===== config.mk =====
export PLATFORM = sky130hd
export DESIGN_NAME = bfm_ctrl
export DESIGN_NICKNAME = d
export VERILOG_FILES = /design/src/rtl/bfm_pkg.sv /design/src/rtl/bfm_ctrl.sv
export SDC_FILE = /design/constraint.sdc
export NUM_CORES = 1
export LEC_CHECK = 0
export ABC_CLOCK_PERIOD_IN_PS = 2600
export BUFFER_PORTS_ARGS = -buffer_cell sky130_fd_sc_hd__buf_2
export CAP_MARGIN = 20
export CORE_AREA = 2 2 39 41
export CTS_CLUSTER_SIZE = 20
export DETAILED_ROUTE_END_ITERATION = 8
export DIE_AREA = 0 0 41 43
export GPL_TIMING_DRIVEN = 0
export PLACE_DENSITY = 0.45
export SKIP_LAST_GASP = 1
export SYNTH_ARGS = -nofsm -noshare
export SYNTH_HDL_FRONTEND = slang
export SYNTH_SLANG_ARGS = --single-unit

===== constraint.sdc =====
create_clock -name i_clk -period 2.6 [get_ports i_clk]
set_input_delay 0.13 -clock i_clk [delete_from_list [all_inputs] [get_ports i_clk]]
set_output_delay 0.13 -clock i_clk [all_outputs]
set_load 0.1 [all_outputs]

===== src/rtl/bfm_pkg.sv =====
// Shared constants, controller states and command/status types for the
// two-dimensional box mean block. No dependencies.
package bfm_pkg;

    localparam int MAX_WINDOW  = 15;
    localparam int MAX_COLUMNS = 2048;
    localparam int CHANNELS    = 4;
    localparam int RING_ROWS   = 2 * MAX_WINDOW;

    localparam int COL_W   = $clog2(MAX_COLUMNS);
    localparam int RING_W  = $clog2(RING_ROWS);
    localparam int ADDR_W  = RING_W + COL_W;
    localparam int DEPTH   = RING_ROWS * MAX_COLUMNS;
    localparam int CNT_W   = 28;
    localparam int SUM_W   = 16;
    localparam int DIVSTEP = SUM_W;

    typedef enum logic [1:0] {
        CFG_WIDTH = 2'd0,
        CFG_COLS  = 2'd1,
        CFG_ROWS  = 2'd2
    } t_cfg_idx;

    typedef enum logic [2:0] {
        ST_IDLE,
        ST_CHECK,
        ST_SUMI,
        ST_SUM,
        ST_FLUSH,
        ST_DIVI,
        ST_DIV,
        ST_OUT
    } t_state;

    typedef struct packed {
        logic accept;
        logic sum_init;
        logic sum_run;
        logic div_init;
        logic div_run;
        logic advance;
    } t_cmd;

    typedef struct packed {
        logic due;
        logic sum_last;
        logic div_last;
    } t_status;

endpackage


===== src/rtl/bfm_ctrl.sv =====
// Controller state machine: sequences store, window sum, divide and output.
// Depends on bfm_pkg.
module bfm_ctrl
    import bfm_pkg::*;
(
    input  logic    i_clk,
    input  logic    i_rst_n,
    input  logic    i_in_valid,
    output logic    o_in_ready,
    output logic    o_out_valid,
    input  logic    i_out_ready,
    input  t_status i_st,
    output t_cmd    o_cmd
);

    t_state r_state, n_state;

    always_ff @(posedge i_clk) begin
        if (!i_rst_n) begin
            r_state <= ST_IDLE;
        end else begin
            r_state <= n_state;
        end
    end

    always_comb begin
        n_state = r_state;
        unique case (r_state)
            ST_IDLE:  if (i_in_valid) n_state = ST_CHECK;
            ST_CHECK: n_state = i_st.due ? ST_SUMI : ST_IDLE;
            ST_SUMI:  n_state = ST_SUM;
            ST_SUM:   if (i_st.sum_last) n_state = ST_FLUSH;
            ST_FLUSH: n_state = ST_DIVI;
            ST_DIVI:  n_state = ST_DIV;
            ST_DIV:   if (i_st.div_last) n_state = ST_OUT;
            ST_OUT:   if (i_out_ready) n_state = ST_IDLE;
            default:  n_state = ST_IDLE;
        endcase
    end

    always_comb begin
        o_cmd       = '0;
        o_in_ready  = 1'b0;
        o_out_valid = 1'b0;
        unique case (r_state)
            ST_IDLE: begin
                o_in_ready   = 1'b1;
                o_cmd.accept = i_in_valid;
            end
            ST_SUMI: o_cmd.sum_init = 1'b1;
            ST_SUM:  o_cmd.sum_run  = 1'b1;
            ST_DIVI: o_cmd.div_init = 1'b1;
            ST_DIV:  o_cmd.div_run  = 1'b1;
            ST_OUT: begin
                o_out_valid   = 1'b1;
                o_cmd.advance = i_out_ready;
            end
            default: ;
        endcase
    end

endmodule


==> results.json, run 1 <==
{
  "status": "complete, no violations",
  "synth_top_area_share_pct": 25.13,
  "via_per_inst": 4.111,
  "fill_cells": 158,
  "regArea_sq_um": 60.06,
  "finalPower_mw": 0.2332,
  "ant_nets": 0,
  "yosysMostFrequentCell": "and2_1",
  "totalWireLength_microns": 571,
  "hold_violations": 0,
  "grt_pass1_vias": 214,
  "rows": 14,
  "drcViolationCount": 0,
  "maxCapViolations": 0,
  "period_needed_ns": 1.558,
  "place.gp.congestion": 0.6612,
  "core_area_sq_mm": 0.001384,
  "grt_start_max_net_pins": 11,
  "ctsHoldBuffers": 0,
  "cts_tree": "done",
  "startpoint_type": "register",
  "syn_avg_cell_area_sq_um": 8.241,
  "setup_viol": 0,
  "grt_pass1_wl_microns": 814,
  "clockRootBuffer": "clkbuf_4",
  "seq_area_frac_synth_pct": 25.13,
  "dr.pass1.iters": 1,
  "yosys-top-cells-count": "4 x and2_1, 3 x dfxtp_1",
  "holdWs_ns": 0.1496,
  "p_seq_share_pct": 22.3,
  "synth_area_sq_um": 239.0,
  "routedWlPerCell_microns": 9.063,
  "layout-drive-gt1-share_pct": 55.32,
  "worst_ep_arrival_time_ns": 1.43,
  "path_cells": "buf_2 > nor3_2 > and2_1 > buf_2",
  "clock_latency_ns": 0.23,
  "clockPowerShare_pct": 33.6,
  "p_sw_share_pct": 43.36,
  "crit_top_cell": "buf_2",
  "area_growth_pct": 52.88,
  "place_area_sq_um": 339.1,
  "end_kind": "output port",
  "reg_top3": "r_state x3",
  "worstPathMaxFanout": 10,
  "dieArea_sq_mm": 0.001763,
  "track_usage_pct": 7.121,
  "die_width_microns": 41,
  "power_switching_mw": 0.1011,
  "syn-instance-count": 29,
  "ys.flop_type": "dfxtp_1",
  "overflow": 0,
  "portBuffers": 14,
  "top_register": "r_state",
  "largest_reg_flops": 3,
  "initial_core_util_pct": 17.27,
  "powerDensity_mw_per_mm2": 638.3,
  "finalClockSkew_ns": 0.001005,
  "cts_resized": 0,
  "yosys_warnings": 0,
  "synth-edff-count": 0,
  "cts_max_level": 1,
  "antenna_found_initial": 0,
  "clock_path_buffers": 2,
  "crit_type": "register to output port",
  "max_stage_delay_ns": 0.41,
  "multiInputGateArea_sq_um": 167.7,
  "p_comb_share_pct": 44.2,
  "clk_pin_slew_worst_paths_ns": 0.03,
  "fin_crit_sh_pct": 59.91,
  "post-cts-setup-buffers": 0,
  "max_freq_mhz": 641.9,
  "slowest_stage": "buf_2",
  "synth_cell_types": 18,
  "slew_violations": 0,
  "yosys.area.top_type": "dfxtp_1",
  "io_pins": 15,
  "dp_hpwl_microns": 432.6,
  "intPower_mw": 0.1321,
  "synth.area.top_cells": "dfxtp_1 25%, and2_1 10%, nor3b_1 6.3%",
  "syn-num-nets": 36,
  "cts_made_buffers": 3,
  "via_count": 259,
  "die_y_microns": 43,
  "power.leakage_nw": 0.1804,
  "max_slew_margin_pct": 67.69,
  "rsz0062_at_grt": "false",
  "clock_sinks": 3,
  "drtIter0Drc": 0,
  "synthArstFlopShare_pct": 0,
  "ys_ff_latch": 3,
  "ir_drop_v": 0.0001750,
  "critical_path_required_ns": 2.47,
  "postLayoutCellArea_sq_um": 365.4,
  "fin_nets": 55,
  "hold_class": "input port to register",
  "diodes": 0,
  "tightest_slew_ns": 0.4881
}
layout by cell type (no fill, tap or decap), drive strengths merged:
cell,count
buf,17
and2,4
clkbuf,4
dfxtp,3
nand2,2
nor2,2
a21oi,2
and3b,2
nor3b,2
nor3,2
and3,1
o21bai,1
mux2,1
o21a,1
o2bb2ai,1
o41ai,1
o32ai,1
layer usage:
metal | global-route usage (%) | wire [microns]
met1 | 8.974 | 276
met2 | 8.750 | 264
met3 | 1.571 | 30
met4 | 8.000 | 0
met5 | 0 | 0
power by group through the flow:
| stage | clock, mW | combinational (mW) | sequential, mW |
|---|---|---|---|
| after detailed placement | 0 | 0.104 | 0.0526 |
| final | 0.0783 | 0.103 | 0.0519 |
| after global routing | 0.0841 | 0.110 | 0.0523 |
| after global placement | 0 | 0.104 | 0.0526 |
| after floorplan | 0 | 0.0871 | 0.0522 |
| after CTS | 0.0833 | 0.104 | 0.0519 |
critical path, delay by kind of cell (launching register included):
family | cells | cell delay [ns]
buf+inv | 2 | 0.58
simple gates | 2 | 0.32
flops | 1 | 0.29
path summary, 6_finish.rpt:
kind / start / endpoint / slack, ns / depth (start not counted)
max: r_state[0] / o_cmd[5] / 1.04 / 4
min: i_rst_n / r_state[0] / 0.15 / 2
min reg2reg: r_state[2] / r_state[2] / 0.69 / 3
max reg2reg: r_state[2] / r_state[0] / 1.50 / 4
logic make-up (layout without fill, tap and decap cells):
family / count (synthesis) / in the layout / share of synthesized area [%]
AOI/OAI and AO/OA: 7 / 7 / 21.47
muxes: 1 / 1 / 4.712
buffers and inverters: 3 / 21 / 8.900
DFF: 3 / 3 / 25.13
and+or+nand+nor: 15 / 15 / 39.79
area by class of cell:
class,instances,share of cell area (%)
buffer,3,5.822
clock buffer,4,7.192
multi-input combinational,23,45.89
timing repair buffer,14,19.18
sequential,3,16.44
tap,16,5.479
per-stage QoR:
step / setup WS [ns] / util [%] / cells / TNS (ns)
after detailed placement: 1.277 / 24.50 / 59 / 0
after CTS: 1.026 / 26.40 / 63 / 0
after floorplan: -0.1245 / - / 29 / -0.1245
after global placement: 1.284 / 24.50 / 59 / 0
final: 1.042 / 26.40 / 63 / 0
after global routing: 0.9499 / 26.40 / 63 / 0
(Power assumes the default switching activity.)
==> inputs of run 2 (changes only) <==
--- a/config.mk
+++ b/config.mk
@@ -5,7 +5,7 @@
 export SDC_FILE = /design/constraint.sdc
 export NUM_CORES = 1
 export LEC_CHECK = 0
-export ABC_CLOCK_PERIOD_IN_PS = 2600
+export ABC_CLOCK_PERIOD_IN_PS = 1350
 export BUFFER_PORTS_ARGS = -buffer_cell sky130_fd_sc_hd__buf_2
 export CAP_MARGIN = 20
 export CORE_AREA = 2 2 39 41
@@ -13,7 +13,7 @@
 export DETAILED_ROUTE_END_ITERATION = 8
 export DIE_AREA = 0 0 41 43
 export GPL_TIMING_DRIVEN = 0
-export PLACE_DENSITY = 0.45
+export PLACE_DENSITY = 0.47
 export SKIP_LAST_GASP = 1
 export SYNTH_ARGS = -nofsm -noshare
 export SYNTH_HDL_FRONTEND = slang
==> constraint.sdc (replaced) <==
create_clock -name i_clk -period 1.35 [get_ports i_clk]
set_input_delay 0.0675 -clock i_clk [delete_from_list [all_inputs] [get_ports i_clk]]
set_output_delay 0.0675 -clock i_clk [all_outputs]
set_load 0.1 [all_outputs]
==> results.json, run 2 (same netlist as run 1, synthesis figures left out) <==
{
  "status": "complete, no violations",
  "fin_crit_sh_pct": 96.69,
  "fin_nets": 55,
  "power_switching_mw": 0.2069,
  "antenna_found_initial": 0,
  "area_growth_pct": 79.58,
  "rows": 14,
  "setup_viol": 0,
  "ff2ff_setup_slack_ns": 0.24,
  "via_count": 267,
  "ir_drop_v": 0.0003919,
  "portBuffers": 14,
  "p_sw_share_pct": 42.46,
  "top_register": "r_state",
  "maxCapViolations": 0,
  "largest_reg_flops": 3,
  "worst_ep_arrival_time_ns": 1.24,
  "dr.pass1.iters": 1,
  "place.gp.congestion": 0.5949,
  "rsz0062_at_grt": "true",
  "hold_violations": 0,
  "reg_top3": "r_state x3",
  "diodes": 0,
  "ant_nets": 0,
  "critical_path_required_ns": 1.28,
  "clock_sinks": 3,
  "mostFrequentLayoutCells": "6 x clkbuf_4, 6 x buf_2, 5 x buf_6",
  "drcViolationCount": 0,
  "die_width_microns": 41,
  "fill_cells": 154,
  "dp_hpwl_microns": 441.5,
  "clockPowerShare_pct": 31.9,
  "powerDensity_mw_per_mm2": 1136,
  "cts_max_level": 1,
  "setup_tns_ns": 0,
  "cts_tree": "done",
  "tightest_slew_ns": 0.3014,
  "grt_start_max_net_pins": 11,
  "totalWireLength_microns": 606,
  "slowest_stage": "dfxtp_1",
  "period_needed_ns": 1.305,
  "cp_top_family": "buffers and inverters",
  "power.leakage_nw": 0.1903,
  "drtIter0Drc": 0,
  "slew_violations": 0,
  "finalClockSkew_ns": 0.0006480,
  "grt_pass1_wl_microns": 917,
  "io_pins": 15,
  "hold_class": "input port to register",
  "max_stage_delay_ns": 0.30,
  "worstHoldStart": "i_rst_n",
  "track_usage_pct": 8.032,
  "clock_path_buffers": 2,
  "startpoint_type": "register",
  "p_comb_share_pct": 47.6,
  "clk_pin_slew_worst_paths_ns": 0.04,
  "clockRootBuffer": "clkbuf_4",
  "crit_buf_inv": 2,
  "via_per_inst": 4.238,
  "intPower_mw": 0.2804,
  "ctsHoldBuffers": 0,
  "clock_latency_ns": 0.23,
  "dieArea_sq_mm": 0.001763,
  "worstPathMaxFanout": 10,
  "worstSetupStartpoint": "r_state[0]",
  "core_area_sq_mm": 0.001384,
  "end_kind": "output port",
  "holdWs_ns": 0.08590,
  "timing.rr.start": "r_state[1]",
  "max_freq_mhz": 766.1,
  "grt_pass1_vias": 218,
  "cts_made_buffers": 3,
  "postLayoutCoreUtil_pct": 31.01,
  "initial_core_util_pct": 17.27,
  "routedWlPerCell_microns": 9.619,
  "path_cells": "clkbuf_4 > nor3_4 > and2_4 > buf_8",
  "layout-drive-gt1-share_pct": 63.83,
  "die_y_microns": 43,
  "overflow": 0,
  "crit_type": "register to output port",
  "max_slew_margin_pct": 80.02,
  "p_seq_share_pct": 20.5
}
==> run 2: cell count changes in the layout (fill, tap and decap cells not counted) <==
| cell | previous run | this run |
|---|---|---|
| and2_1 | 4 | 2 |
| and2_4 | 0 | 2 |
| buf_2 | 16 | 6 |
| buf_4 | 0 | 2 |
| buf_6 | 1 | 5 |
| buf_8 | 0 | 1 |
| clkbuf_4 | 3 | 6 |
| nor2_1 | 2 | 0 |
| nor2_2 | 0 | 2 |
| nor3_2 | 1 | 0 |
| nor3_4 | 0 | 1 |
==> run 2: path summary, 6_finish.rpt <==
kind | cells past startpoint | end
hold / removal | 2 | r_state[0]
setup / recovery | 4 | o_cmd[5]
hold reg to reg | 3 | r_state[2]
setup reg to reg | 4 | r_state[0]
==> run 2: timing repair <==
item | CTS | global route
endpoints found under the setup margin | 7 | 7
buffers inserted | 0 | 0
resized for setup | 7 | 9
==> run 2: final cells by class <==
cell class	count	area, sq um	share of cell area [%]
multi-input combinational	23	183.9	42.86
timing repair buffer	14	112.6	26.24
sequential	3	60.06	13.99
clock buffer	4	26.28	6.122
buffer	3	26.28	6.122
tap	16	20.02	4.665
==> run 2: stage by stage <==
stage / worst slack [ns] / std cells / cell area [sq um] / power [mW]
finish: 0.04471 / 63 / 429.2 / 0.4874
global route: -0.01249 / 63 / 429.2 / 0.5196
CTS: -0.04221 / 63 / 399.1 / 0.4850
detailed placement: 0.08492 / 59 / 355.3 / 0.3106
global placement: 0.08768 / 59 / 355.3 / 0.3110
floorplan: -0.4579 / 29 / 265.3 / 0.2785
==> run 2: power groups by stage <==
| stage | combinational, mW | sequential [mW] | clock (mW) |
|---|---|---|---|
| finish | 0.232 | 0.0999 | 0.155 |
| floorplan | 0.178 | 0.101 | 0 |
| detailed placement | 0.209 | 0.101 | 0 |
| CTS | 0.219 | 0.0997 | 0.166 |
| global placement | 0.210 | 0.101 | 0 |
| global route | 0.245 | 0.100 | 0.174 |
==> run 2: routing by layer <==
metal	wire [microns]	global-route usage [%]	vias to the layer above
li1	-	-	140
met1	266	10.93	116
met2	277	9.375	11
met3	62	2.094	0
met4	0	8.000	0
met5	0	0	-
